File: config.mk
export PLATFORM = sky130hd
export DESIGN_NAME = radix_string_to_integer
export DESIGN_NICKNAME = d
export VERILOG_FILES = /design/src/rtl/core/rsti_pkg.sv /design/src/rtl/core/radix_string_to_integer.sv /design/src/rtl/core/rsti_front.sv /design/src/rtl/core/rsti_queue.sv /design/src/rtl/core/rsti_back.sv
export SDC_FILE = /design/constraint.sdc
export NUM_CORES = 1
export LEC_CHECK = 0
export CORE_ASPECT_RATIO = 1.4
export CORE_MARGIN = 2
export CORE_UTILIZATION = 50
export CTS_BUF_LIST = sky130_fd_sc_hd__clkbuf_4
export CTS_CLUSTER_DIAMETER = 80
export DETAILED_ROUTE_END_ITERATION = 16
export DONT_BUFFER_PORTS = 1
export GPL_TIMING_DRIVEN = 0
export PLACE_DENSITY = 0.68
export SYNTH_ARGS = -nofsm -noshare
export SYNTH_HDL_FRONTEND = slang
export SYNTH_HIERARCHICAL = 1
export SYNTH_SLANG_ARGS = --single-unit
File: constraint.sdc
create_clock -name clk -period 8.32 [get_ports clk]
set_input_delay 0.832 -clock clk [delete_from_list [all_inputs] [get_ports clk]]
set_output_delay 0.832 -clock clk [all_outputs]
set_load 0.02 [all_outputs]
File: src/rtl/core/rsti_pkg.sv
// Shared types and constants for the radix string to integer converter.
// Used by the front end, the item queue, the accumulator back end and the top level.
package rsti_pkg;

  localparam int DEF_VALUE_BITS  = 32;
  localparam int DEF_QUEUE_DEPTH = 4;
  localparam int OUT_BITS        = 32;
  localparam int CALC_BITS       = 64;
  localparam int RADIX_BITS      = 6;
  localparam int CHAR_BITS       = 8;

  localparam logic [RADIX_BITS-1:0] RADIX_RESET = RADIX_BITS'(10);
  localparam logic [RADIX_BITS-1:0] RADIX_MIN   = RADIX_BITS'(2);
  localparam logic [RADIX_BITS-1:0] RADIX_MAX   = RADIX_BITS'(36);
  localparam logic [RADIX_BITS-1:0] LETTER_BASE = RADIX_BITS'(10);

  localparam logic [CHAR_BITS-1:0] CH_ZERO  = 8'h30;
  localparam logic [CHAR_BITS-1:0] CH_NINE  = 8'h39;
  localparam logic [CHAR_BITS-1:0] CH_UP_A  = 8'h41;
  localparam logic [CHAR_BITS-1:0] CH_UP_Z  = 8'h5A;
  localparam logic [CHAR_BITS-1:0] CH_LO_A  = 8'h61;
  localparam logic [CHAR_BITS-1:0] CH_LO_Z  = 8'h7A;
  localparam logic [CHAR_BITS-1:0] CH_MINUS = 8'h2D;

  typedef enum logic [1:0] {
    ST_OK  = 2'd0,
    ST_BAD = 2'd1,
    ST_OVF = 2'd2
  } status_t;

  typedef enum logic [1:0] {
    K_DIGIT = 2'd0,
    K_MINUS = 2'd1,
    K_BAD   = 2'd2
  } kind_t;

  typedef struct packed {
    kind_t                 kind;
    logic [RADIX_BITS-1:0] digit;
    logic [RADIX_BITS-1:0] radix;
    logic                  last;
  } char_item_t;

endpackage

File: src/rtl/core/radix_string_to_integer.sv
// Top level of the radix string to integer converter.
// Instantiates rsti_front, rsti_queue and rsti_back; depends on rsti_pkg.
//
//   Channel   Handshake                Payload
//   in_       in_push / in_full        in_char_code[7:0], in_last_char
//   out_      out_pop / out_empty      out_value[31:0] (signed), out_status[1:0]
//   cfg_      cfg_valid / cfg_ready    cfg_radix[5:0]
//
// One character beat is taken per cycle while in_full is low, and its classification
// enters the queue in that cycle. Unless a stall holds it, the back end retires one queued
// character per cycle with a single multiply-add by the radix. Only a last character stalls
// in the back end while an earlier result is still waiting. A result is on the out_ ports
// from the edge that takes its last character from the queue; the result is registered.
// in_full is high while QUEUE_DEPTH beats wait. Reset is synchronous; cfg_ready is always high.
module radix_string_to_integer import rsti_pkg::*; #(
  parameter int VALUE_BITS  = DEF_VALUE_BITS,
  parameter int QUEUE_DEPTH = DEF_QUEUE_DEPTH
) (
  input  logic                  clk,
  input  logic                  rst_n,
  input  logic                  in_push,
  output logic                  in_full,
  input  logic [CHAR_BITS-1:0]  in_char_code,
  input  logic                  in_last_char,
  output logic                  out_empty,
  input  logic                  out_pop,
  output logic signed [OUT_BITS-1:0] out_value,
  output logic [1:0]            out_status,
  input  logic                  cfg_valid,
  output logic                  cfg_ready,
  input  logic [RADIX_BITS-1:0] cfg_radix
);

  char_item_t front_item;
  char_item_t q_item;
  logic       q_valid;
  logic       q_take;
  logic [OUT_BITS-1:0] res_value;

  assign cfg_ready = 1'b1;
  assign out_value = res_value;

  rsti_front u_front (
    .clk       (clk),
    .rst_n     (rst_n),
    .cfg_we    (cfg_valid && cfg_ready),
    .cfg_data  (cfg_radix),
    .char_code (in_char_code),
    .last_char (in_last_char),
    .item      (front_item)
  );

  rsti_queue #(
    .QUEUE_DEPTH (QUEUE_DEPTH)
  ) u_queue (
    .clk      (clk),
    .rst_n    (rst_n),
    .wr_en    (in_push),
    .wr_item  (front_item),
    .full     (in_full),
    .rd_en    (q_take),
    .rd_item  (q_item),
    .rd_valid (q_valid)
  );

  rsti_back #(
    .VALUE_BITS (VALUE_BITS)
  ) u_back (
    .clk        (clk),
    .rst_n      (rst_n),
    .item_valid (q_valid),
    .item       (q_item),
    .item_take  (q_take),
    .res_empty  (out_empty),
    .res_pop    (out_pop),
    .res_value  (res_value),
    .res_status (out_status)
  );

endmodule

File: src/rtl/core/rsti_front.sv
// Front end: holds the radix register and classifies each incoming character.
// Depends on rsti_pkg for the character constants and the item type.
module rsti_front import rsti_pkg::*; (
  input  logic                  clk,
  input  logic                  rst_n,
  input  logic                  cfg_we,
  input  logic [RADIX_BITS-1:0] cfg_data,
  input  logic [CHAR_BITS-1:0]  char_code,
  input  logic                  last_char,
  output char_item_t            item
);

  logic [RADIX_BITS-1:0] radix_r;
  logic [RADIX_BITS-1:0] radix_nxt;
  logic [RADIX_BITS-1:0] eff_radix;
  logic [CHAR_BITS-1:0]  offs;
  logic                  is_char;

  always_comb begin
    radix_nxt = cfg_we ? cfg_data : radix_r;
  end

  always_ff @(posedge clk) begin
    if (!rst_n) begin
      radix_r <= RADIX_RESET;
    end else begin
      radix_r <= radix_nxt;
    end
  end

  always_comb begin
    if (radix_r < RADIX_MIN) begin
      eff_radix = RADIX_MIN;
    end else if (radix_r > RADIX_MAX) begin
      eff_radix = RADIX_MAX;
    end else begin
      eff_radix = radix_r;
    end
  end

  always_comb begin
    is_char = 1'b1;
    offs    = '0;
    if (char_code >= CH_ZERO && char_code <= CH_NINE) begin
      offs = char_code - CH_ZERO;
    end else if (char_code >= CH_UP_A && char_code <= CH_UP_Z) begin
      offs = char_code - CH_UP_A + CHAR_BITS'(LETTER_BASE);
    end else if (char_code >= CH_LO_A && char_code <= CH_LO_Z) begin
      offs = char_code - CH_LO_A + CHAR_BITS'(LETTER_BASE);
    end else begin
      is_char = 1'b0;
    end

    item.digit = offs[RADIX_BITS-1:0];
    item.radix = eff_radix;
    item.last  = last_char;
    if (char_code == CH_MINUS) begin
      item.kind = K_MINUS;
    end else if (is_char && offs[RADIX_BITS-1:0] < eff_radix) begin
      item.kind = K_DIGIT;
    end else begin
      item.kind = K_BAD;
    end
  end

endmodule

File: src/rtl/core/rsti_queue.sv
// Short queue of classified characters between the front end and the back end.
// Depends on rsti_pkg for the item type.
module rsti_queue import rsti_pkg::*; #(
  parameter int QUEUE_DEPTH = DEF_QUEUE_DEPTH
) (
  input  logic       clk,
  input  logic       rst_n,
  input  logic       wr_en,
  input  char_item_t wr_item,
  output logic       full,
  input  logic       rd_en,
  output char_item_t rd_item,
  output logic       rd_valid
);

  localparam int PTR_BITS = (QUEUE_DEPTH > 1) ? $clog2(QUEUE_DEPTH) : 1;
  localparam int CNT_BITS = $clog2(QUEUE_DEPTH + 1);

  char_item_t          mem_r [QUEUE_DEPTH];
  logic [PTR_BITS-1:0] wr_ptr_r, wr_ptr_nxt;
  logic [PTR_BITS-1:0] rd_ptr_r, rd_ptr_nxt;
  logic [CNT_BITS-1:0] count_r, count_nxt;
  logic                do_wr;
  logic                do_rd;

  assign full     = (count_r == CNT_BITS'(QUEUE_DEPTH));
  assign rd_valid = (count_r != '0);
  assign rd_item  = mem_r[rd_ptr_r];
  assign do_wr    = wr_en && !full;
  assign do_rd    = rd_en && rd_valid;

  always_comb begin
    wr_ptr_nxt = wr_ptr_r;
    rd_ptr_nxt = rd_ptr_r;
    if (do_wr) begin
      wr_ptr_nxt = (wr_ptr_r == PTR_BITS'(QUEUE_DEPTH - 1)) ? '0 : wr_ptr_r + 1'b1;
    end
    if (do_rd) begin
      rd_ptr_nxt = (rd_ptr_r == PTR_BITS'(QUEUE_DEPTH - 1)) ? '0 : rd_ptr_r + 1'b1;
    end
    count_nxt = count_r + CNT_BITS'(do_wr) - CNT_BITS'(do_rd);
  end

  always_ff @(posedge clk) begin
    if (!rst_n) begin
      wr_ptr_r <= '0;
      rd_ptr_r <= '0;
      count_r  <= '0;
    end else begin
      wr_ptr_r <= wr_ptr_nxt;
      rd_ptr_r <= rd_ptr_nxt;
      count_r  <= count_nxt;
    end
  end

  always_ff @(posedge clk) begin
    if (do_wr) begin
      mem_r[wr_ptr_r] <= wr_item;
    end
  end

endmodule

File: src/rtl/core/rsti_back.sv
// Back end: magnitude accumulator with overflow check and the result register.
// Depends on rsti_pkg for the item type and status codes.
module rsti_back import rsti_pkg::*; #(
  parameter int VALUE_BITS = DEF_VALUE_BITS
) (
  input  logic                clk,
  input  logic                rst_n,
  input  logic                item_valid,
  input  char_item_t          item,
  output logic                item_take,
  output logic                res_empty,
  input  logic                res_pop,
  output logic [OUT_BITS-1:0] res_value,
  output logic [1:0]          res_status
);

  localparam int MAG_W  = VALUE_BITS - 1;
  localparam int PROD_W = MAG_W + RADIX_BITS + 1;

  logic [MAG_W-1:0]    mag_r, mag_nxt;
  logic                neg_r, neg_nxt;
  logic                first_r, first_nxt;
  status_t             err_r, err_nxt;
  logic                have_r, have_nxt;
  logic                rvalid_r, rvalid_nxt;
  logic [OUT_BITS-1:0] rvalue_r, rvalue_nxt;
  status_t             rstat_r, rstat_nxt;

  logic [PROD_W-1:0]    sum;
  logic                 ovf;
  status_t              final_err;
  logic [CALC_BITS-1:0] wide;
  logic [CALC_BITS-1:0] signed_val;

  assign item_take  = item_valid && (!item.last || !rvalid_r || res_pop);
  assign res_empty  = !rvalid_r;
  assign res_value  = rvalue_r;
  assign res_status = rstat_r;

  assign sum = PROD_W'(mag_r) * PROD_W'(item.radix) + PROD_W'(item.digit);
  assign ovf = (sum[PROD_W-1:MAG_W] != '0);

  always_comb begin
    mag_nxt    = mag_r;
    neg_nxt    = neg_r;
    first_nxt  = first_r;
    err_nxt    = err_r;
    have_nxt   = have_r;
    rvalid_nxt = rvalid_r && !res_pop;
    rvalue_nxt = rvalue_r;
    rstat_nxt  = rstat_r;
    final_err  = ST_OK;
    wide       = '0;
    signed_val = '0;

    if (item_take) begin
      first_nxt = 1'b0;
      if (err_r == ST_OK) begin
        case (item.kind)
          K_MINUS: begin
            if (first_r) begin
              neg_nxt = 1'b1;
            end else begin
              err_nxt = ST_BAD;
            end
          end
          K_DIGIT: begin
            if (ovf) begin
              err_nxt = ST_OVF;
            end else begin
              mag_nxt  = sum[MAG_W-1:0];
              have_nxt = 1'b1;
            end
          end
          default: begin
            err_nxt = ST_BAD;
          end
        endcase
      end

      if (item.last) begin
        final_err  = (err_nxt == ST_OK && !have_nxt) ? ST_BAD : err_nxt;
        wide       = CALC_BITS'(mag_nxt);
        signed_val = neg_nxt ? (CALC_BITS'(0) - wide) : wide;
        rvalid_nxt = 1'b1;
        rstat_nxt  = final_err;
        rvalue_nxt = (final_err == ST_OK) ? signed_val[OUT_BITS-1:0] : '0;
        mag_nxt    = '0;
        neg_nxt    = 1'b0;
        first_nxt  = 1'b1;
        err_nxt    = ST_OK;
        have_nxt   = 1'b0;
      end
    end
  end

  always_ff @(posedge clk) begin
    if (!rst_n) begin
      mag_r    <= '0;
      neg_r    <= 1'b0;
      first_r  <= 1'b1;
      err_r    <= ST_OK;
      have_r   <= 1'b0;
      rvalid_r <= 1'b0;
    end else begin
      mag_r    <= mag_nxt;
      neg_r    <= neg_nxt;
      first_r  <= first_nxt;
      err_r    <= err_nxt;
      have_r   <= have_nxt;
      rvalid_r <= rvalid_nxt;
    end
  end

  always_ff @(posedge clk) begin
    rvalue_r <= rvalue_nxt;
    rstat_r  <= rstat_nxt;
  end

endmodule

==> results of run 1 <==
-- area by class of cell --
type,instances,share of cell area (%)
repair buffers,38,1.882
multi-input cells,1204,64.22
plain buffers,102,3.756
clock inverters,15,1.049
diodes,1,0.01542
flip-flops and latches,146,23.83
well taps,380,2.931
clock buffers,17,0.7867
inverters,66,1.527
-- cell usage after synthesis (31+ instances only) --
| library cell | n | area [sq um] |
|---|---|---|
| nor2_1 | 80 | 300.3 |
| nand2_1 | 96 | 360.4 |
| fa_1 | 121 | 2422 |
| inv_1 | 65 | 244.0 |
| nand3_1 | 44 | 220.2 |
| o21ai_0 | 70 | 350.3 |
| clkbuf_1 | 72 | 270.3 |
| dfxtp_1 | 52 | 1041 |
| xnor2_1 | 31 | 271.5 |
| and2_1 | 197 | 1232 |
| a21oi_1 | 65 | 325.3 |
| edfxtp_1 | 94 | 2823 |
| ha_1 | 105 | 1314 |
-- routing by layer --
layer / global-route usage, % / up-vias / part of all wire (%)
met3: 3.319 / 168 / 5.6
li1: - / 5510 / -
met4: 17.77 / 0 / 7.0
met2: 50.13 / 499 / 52
met1: 31.76 / 5987 / 36
met5: 0 / - / 0
-- cells by family (layout without fill, tap and decap cells) --
family / Yosys count / in the layout
and+or+nand+nor: 571 / 571
AOI/OAI and AO/OA: 295 / 295
adders and majority gates: 226 / 226
buffers and inverters: 170 / 238
DFF: 146 / 146
xor gates and xnor gates: 60 / 60
muxes: 51 / 51
other: 1 / 2
-- sequential cells by signal (all words and copies together), names as in the netlist, 2 cells and up, named ones only --
signal and flops:
u_back/res_status 2, u_front/radix_r 6, u_back/err_r 2, u_queue/mem_r 60, u_queue/count_r 3, u_queue/rd_ptr_r 2
u_queue/wr_ptr_r 2, u_back/mag_r 31, u_back/res_value 32
-- layout by cell type, fill, tap and decap left out, types with 44 or more instances in the layout --
cell type / netlist / routed
ha_1: 105 / 100
buf_4: 9 / 50
edfxtp_1: 94 / 94
fa_1: 121 / 121
inv_1: 65 / 63
o21ai_0: 70 / 65
dfxtp_1: 52 / 50
nand3_1: 44 / 44
nor2_1: 80 / 80
and2_1: 197 / 196
nand2_1: 96 / 94
a21oi_1: 65 / 59
clkbuf_1: 72 / 54
-- per-stage QoR --
stage / total power [W] / utilization, % / hold slack, ps / cell area (sq um) / setup slack [ps]
2_1_floorplan: 0.002106 / - / 440.2 / 14810 / 593.4
3_3_place_gp: 0.002566 / 52.41 / 454.1 / 15290 / -961.5
3_5_place_dp: 0.002586 / 52.41 / 469.0 / 15290 / -1089
4_1_cts: 0.003161 / 54.39 / 297.7 / 15860 / 61.99
5_1_grt: 0.003452 / 55.62 / 278.2 / 16220 / -26.82
6_report: 0.003288 / 55.62 / 343.1 / 16220 / 178.0
-- worst reg2reg max path, delay by kind of cell, from the launching register on --
| kind | cells | cell delay (ps) |
|---|---|---|
| multiplexers | 2 | 870 |
| AO/OA/AOI/OAI | 7 | 1340 |
| buffers and inverters | 10 | 1020 |
| flip-flops | 1 | 350 |
| AND/OR/NAND/NOR | 7 | 1830 |
| adder cells (fa/ha/maj) | 6 | 2520 |
-- how the worst max path moves through the flow --
| stage | from | endpoint | slack [ps] |
|---|---|---|---|
| after global routing | register | u_back/res_value[16] | -30 |
| after CTS | register | u_back/res_value[18] | 60 |
| final | register | u_back/res_value[16] | 180 |
| after global placement | register | u_back/res_value[18] | -960 |
| after detailed placement | register | u_back/res_value[18] | -1090 |
| after floorplan | register | u_back/res_value[16] | 590 |
-- report_power, final --
part / internal [W] / switching (W)
Clock: 0.000188 / 0.000294
Combinational: 0.000624 / 0.00110
Sequential: 0.000933 / 0.000145
-- timing repair --
item / CTS / global route
setup buffers: 12 / 25
gates cloned: 0 / 0
setup endpoints to repair: 25 / 13
hold buffers: 0 / 0
resized for setup: 57 / 46
pin swaps: 8 / 23
==> metrics.md, run 1 <==
| Metric | Value |
|---|---|
| Outcome | finished, final reports clean |
| Fillers | 2652 |
| CP max FO | 7 |
| CP Launch Type | register |
| WP data required | 8630 ps |
| Post-Layout Cell Count | 1969 |
| Worst R2R Path Depth | 32 |
| Clock Pin Slew Worst Setup and Hold Paths | 140 ps |
| Endpoint type of the worst setup path | register |
| Io pins | 57 |
| Placed insts | 1900 |
| Post-Syn Area | 14810 sq um |
| Die area | 31030 sq um |
| Avg Cell Area, Syn | 9.744 sq um |
| Final setup viols | 0 |
| R2R Setup Slk | 180 ps |
| Antenna-violating nets left | 0 |
| Hold Startpoint | rst_n |
| Post-synthesis compound-gate area fraction | 13.51% |
| Starting Density | 50.78% |
| Aggregate routed wire length | 43.33 mm |
| Vias in the first global route | 12660 |
| Routability congestion estimate | 0.9448 |
| Clk buf depth | 2 |
| Grt total ovfl | 0 |
| CTS H-tree lvls | 4 |
| Post-Synth Simple-Gate Area | 21.37% |
| Final net count | 1821 |
| Crit path DAT | 8450 ps |
| Relative slew slack | 6.303% |
| DP HPWL | 33.56 mm |
| Pwr Density | 202.6 nW/um^2 |
| Synth cell types | 97 |
| Lkg Pwr | 7.073 nW |
| Die height | 207.6 microns |
| Crit path top cell by count | fa_1 |
| Crit Path Class | reg -> reg |
| Largest family of logic cells by synthesized area | adder cells |
| Antenna violations before repair | 4 |
| Setup TNS | 0 ps |
| Number of CTS-inserted buffers | 17 |
| CTS tree | built |
| Seq/Total Area, Yosys | 26.09% |
| I/O Buffers | 0 |
| Max_cap viols | 0 |
| Die W | 149.5 microns |
| CTS Root Cell | clkbuf_4 |
| CORE AREA | 29170 sq um |
| Xor/xnor share of the synthesized area | 3.548% |
| Worst path depth | 32 |
| Max incr delay on CP | 590 ps |
| Worst-Margin Slew | 1394 ps |
| Peak Freq | 122.8 MHz |
| Core Rows | 74 |
| Storage cell area | 3866 sq um |
| Slew Viols, Final | 0 |
| Post-Synthesis Cells | 1520 |
| Layout cells sized above 1 | 13.29% |
| Number of synthesized register bits | 146 |
| Drt wl/cell | 22.01 microns |
| CP max stage cell | mux4_2 |
| Synthesis-to-layout area growth | 9.538% |
| Hold-critical path depth | 1 |
| Multi-input logic area | 10420 sq um |
| Worst r2r dst | u_back/res_value[16] |
| EDFF count, synth | 94 |
| Pre-Repair DR Iteration Count | 5 |
| Vias | 12160 |
| Worst Hold Path EP | u_front/radix_r[3] |
| Tot GR Track Use | 28.25% |
| CP top delay family | adder cells |
| Mux share of post-synthesis cell area | 4.900% |
| Syn. warnings | 6 |
| Synth Net Count | 1766 |
| Hold Crit Class | in -> reg |
| Largest net degree at the start of global routing | 36 |
| Period utilization | 97.86% |
| WP buf/inv | 10 |
| CTS Sinks | 146 |
| Setup Skew | 18.57 ps |
| Adder-Cell Fraction of Synth Area | 25.23% |
| Final Hold Viols | 0 |
| DRC viols | 0 |
| DRT iter0 DRCs | 704 |
| Post-DR vias/cell | 6.178 |
| First-pass GRT wire length | 67.56 mm |
| Final Critical Period | 8142 ps |
| VDD IR max | 0.1498 mV |
| Clock latency on the worst-skew pair | 550 ps |
| Async SR Flop Fraction | 0% |
| Post-synth top flop | edfxtp_1 |
Note: power is estimated with default switching activity, not from simulation.
==> inputs of run 2 (changes only) <==
ABC_AREA = 1   (was unset)
==> run 2 against run 1 <==
  * Critical path depth grew 4
  * Via count increased by 3.4%
  * Synthesized cell count rose by 32%
  * Sequential power about the same
  * Register-to-register slack better by 290 ps
  * Die area increased by 1.3%
  * Critical path type unchanged
  * Critical endpoint is now u_back/res_value[20]
  * Highest routed layer unchanged
==> metrics.md, run 2 <==
| Metric | Value |
|---|---|
| Synth Net Count | 2252 (+28%) |
| Clock Pin Slew Worst Setup and Hold Paths | 170 ps (+30 ps) |
| Core Rows | 75 (+1.4%) |
| Post-Layout Cell Count | 2424 (+23%) |
| Synthesis-to-layout area growth | 5.555% |
| Starting Density | 50.43% (-0.35 points) |
| Syn. warnings | 6 (unchanged) |
| CTS tree | built |
| Relative slew slack | 35.78% (+29 points) |
| Post-Syn Area | 15000 sq um (+1.3%) |
| DP HPWL | 33.05 mm (-1.5%) |
| Aggregate routed wire length | 40.28 mm (-7.1%) |
| CTS Sinks | 146 (unchanged) |
| CP top delay family | adder cells |
| Final setup viols | 0 (unchanged) |
| Pre-Repair DR Iteration Count | 5 (unchanged) |
| Final Hold Viols | 0 (unchanged) |
| Worst-Margin Slew | 962.2 ps (-431.6 ps) |
| Most frequent cells after synthesis | nand2_1, inv_1, nor2_1 |
| DRT iter0 DRCs | 739 (+5.0%) |
| Seq/Total Area, Yosys | 25.75% (-0.33 points) |
| Clk buf depth | 2 (unchanged) |
| Clock latency on the worst-skew pair | 600 ps (+50 ps) |
| WP buf/inv | 6 (-4) |
| Final Power | 0.003948 W (+20%) |
| Tot GR Track Use | 26.86% (-1.4 points) |
| Post-Synthesis Cells | 2006 (+32%) |
| CP Launch Type | register |
| Most common cell after layout, fill and taps aside | nand2_1 |
| Final Core Density | 53.23% (-2.4 points) |
| Crit path top cell by count | nand2_1 |
| Commonest non-fill, non-tap cells in the layout | nand2_1, inv_1, nor2_1 |
| Vias | 12580 (+3.4%) |
| Crit path DAT | 8210 ps (-240 ps) |
| I/O Buffers | 0 (unchanged) |
| Final net count | 2271 (+25%) |
| Endpoint type of the worst setup path | register |
| Period utilization | 94.34% (-3.5 points) |
| Synth cell types | 51 (-47%) |
| Max incr delay on CP | 560 ps (-30 ps) |
| Number of CTS-inserted buffers | 17 (unchanged) |
| Number of flip-flops in the largest register | 60 (unchanged) |
| Final Critical Period | 7849 ps (-292.8 ps) |
| Largest net degree at the start of global routing | 36 (unchanged) |
| Die W | 150.4 microns (+0.63%) |
| Hold Buf Count CTS | 0 (unchanged) |
| Vias in the first global route | 12880 (+1.7%) |
| Setup Skew | 35.86 ps (+17.30 ps) |
| CP max stage cell | clkbuf_1 |
| Post-synth top flop | edfxtp_1 |
| Hold Crit Class | in -> reg |
| First-pass GRT wire length | 64.98 mm (-3.8%) |
| Fillers | 2815 (+6.1%) |
| Multi-input logic area | 9289 sq um (-11%) |
| Top-area cell type share of the netlist area | 18.82% (-0.24 points) |
| Slew Viols, Final | 0 (unchanged) |
| Placed insts | 2391 (+26%) |
| Storage cell area | 3865 sq um (about the same) |
| Io pins | 57 (unchanged) |
| Pre-CTS setup slack | 53.54 ps (+1142 ps) |
| Crit Path Class | reg -> reg |
| Die area | 31430 sq um (+1.3%) |
| Die height | 209.0 microns (+0.63%) |
| DRC viols | 0 (unchanged) |
| Final WS setup | 470.8 ps (+292.8 ps) |
| CTS Root Cell | clkbuf_4 |
| VDD IR max | 0.1611 mV (+7.5%) |
| Drt wl/cell | 16.62 microns (-24%) |
| CP max FO | 10 (+3) |
| Antenna-violating nets left | 0 (unchanged) |
| CORE AREA | 29750 sq um (+2.0%) |
| Grt total ovfl | 0 (unchanged) |
| Peak Freq | 127.4 MHz (+3.7%) |
| Lkg Pwr | 9.059 nW (+28%) |
| Async SR Flop Fraction | 0% (unchanged) |
| Pwr Density | 249.3 nW/um^2 (+23%) |
| Area leader, netlist | edfxtp_1 |
| Most flops, register | u_queue/mem_r |
| Outcome | finished, final reports clean |
| Layout cells sized above 1 | 10.35% (-2.9 points) |
| Routability congestion estimate | 0.9387 (-0.65%) |
| EDFF count, synth | 94 (unchanged) |
| Most frequent cell after synthesis | nand2_1 |
| CTS H-tree lvls | 4 (unchanged) |
| Number of synthesized register bits | 146 (unchanged) |
| WP data required | 8680 ps (+50 ps) |
| Post-DR vias/cell | 5.189 (-16%) |
| Antenna violations before repair | 1 (-3) |
| Max_cap viols | 0 (unchanged) |
| Avg Cell Area, Syn | 7.479 sq um (-23%) |
| Ranking of synthesized cells by area | edfxtp_1, fa_1, nand2_1 |
run 2: metrics by stage:
step | TNS, ps | hold slack (ps) | area, sq um
floorplan | 0 | 427.8 | 15000
global placement | 0 | 437.4 | 15480
detailed placement | 0 | 443.8 | 15490
CTS | 0 | 284.0 | 15780
global route | -31.89 | 272.2 | 15840
finish | 0 | 331.3 | 15840
run 2: kinds of logic (layout without fill, tap and decap cells):
| group | count (synthesis) | after routing | share of synthesized area, % |
|---|---|---|---|
| compound gates | 226 | 226 | 9.191 |
| xor+xnor | 32 | 32 | 1.868 |
| simple gates | 913 | 913 | 25.72 |
| flops | 146 | 146 | 25.75 |
| fa+ha+maj | 226 | 226 | 24.90 |
| buf+inv | 462 | 494 | 12.54 |
| other cells | 1 | 2 | 0.02500 |
run 2: path summary, 6_finish.rpt:
kind	start	endpoint	slack [ps]	depth (start not counted)
worst max-delay path	register	u_back/res_value[20]	470	36
worst min register to register	u_back/have_r	u_back/have_r	460	2
worst max register to register	register	u_back/res_value[20]	470	36
worst min-delay path	cfg_valid	u_front/radix_r[1]	330	1
run 2: routing by layer:
layer / wire (microns) / GRT usage (%) / part of all wire [%] / vias to the layer above
li1: - / - / - / 6212
met1: 15410 / 30.07 / 38 / 5913
met2: 21280 / 48.61 / 53 / 341
met3: 1532 / 3.384 / 3.8 / 112
met4: 2047 / 14.70 / 5.1 / 0
met5: 0 / 0 / 0 / -
run 2: repair_timing:
item,CTS,global route
setup buffers,0,0
resized for setup,0,38
endpoints found under the setup margin,0,19
run 2: area by class of cell:
type | instances | area share, %
Buffer | 83 | 3.058
Inverter | 379 | 8.992
Tap cell | 385 | 3.042
Sequential cell | 146 | 24.41
Antenna cell | 1 | 0.01580
Clock buffer | 17 | 0.8059
Clock inverter | 15 | 1.019
Multi-Input combinational cell | 1398 | 58.66
run 2: report_power, final:
group,switching [W],internal [W],leakage [nW]
Sequential,0.000147,0.000964,1.31
Combinational,0.00173,0.000622,7.60
Clock,0.000323,0.000163,0.158
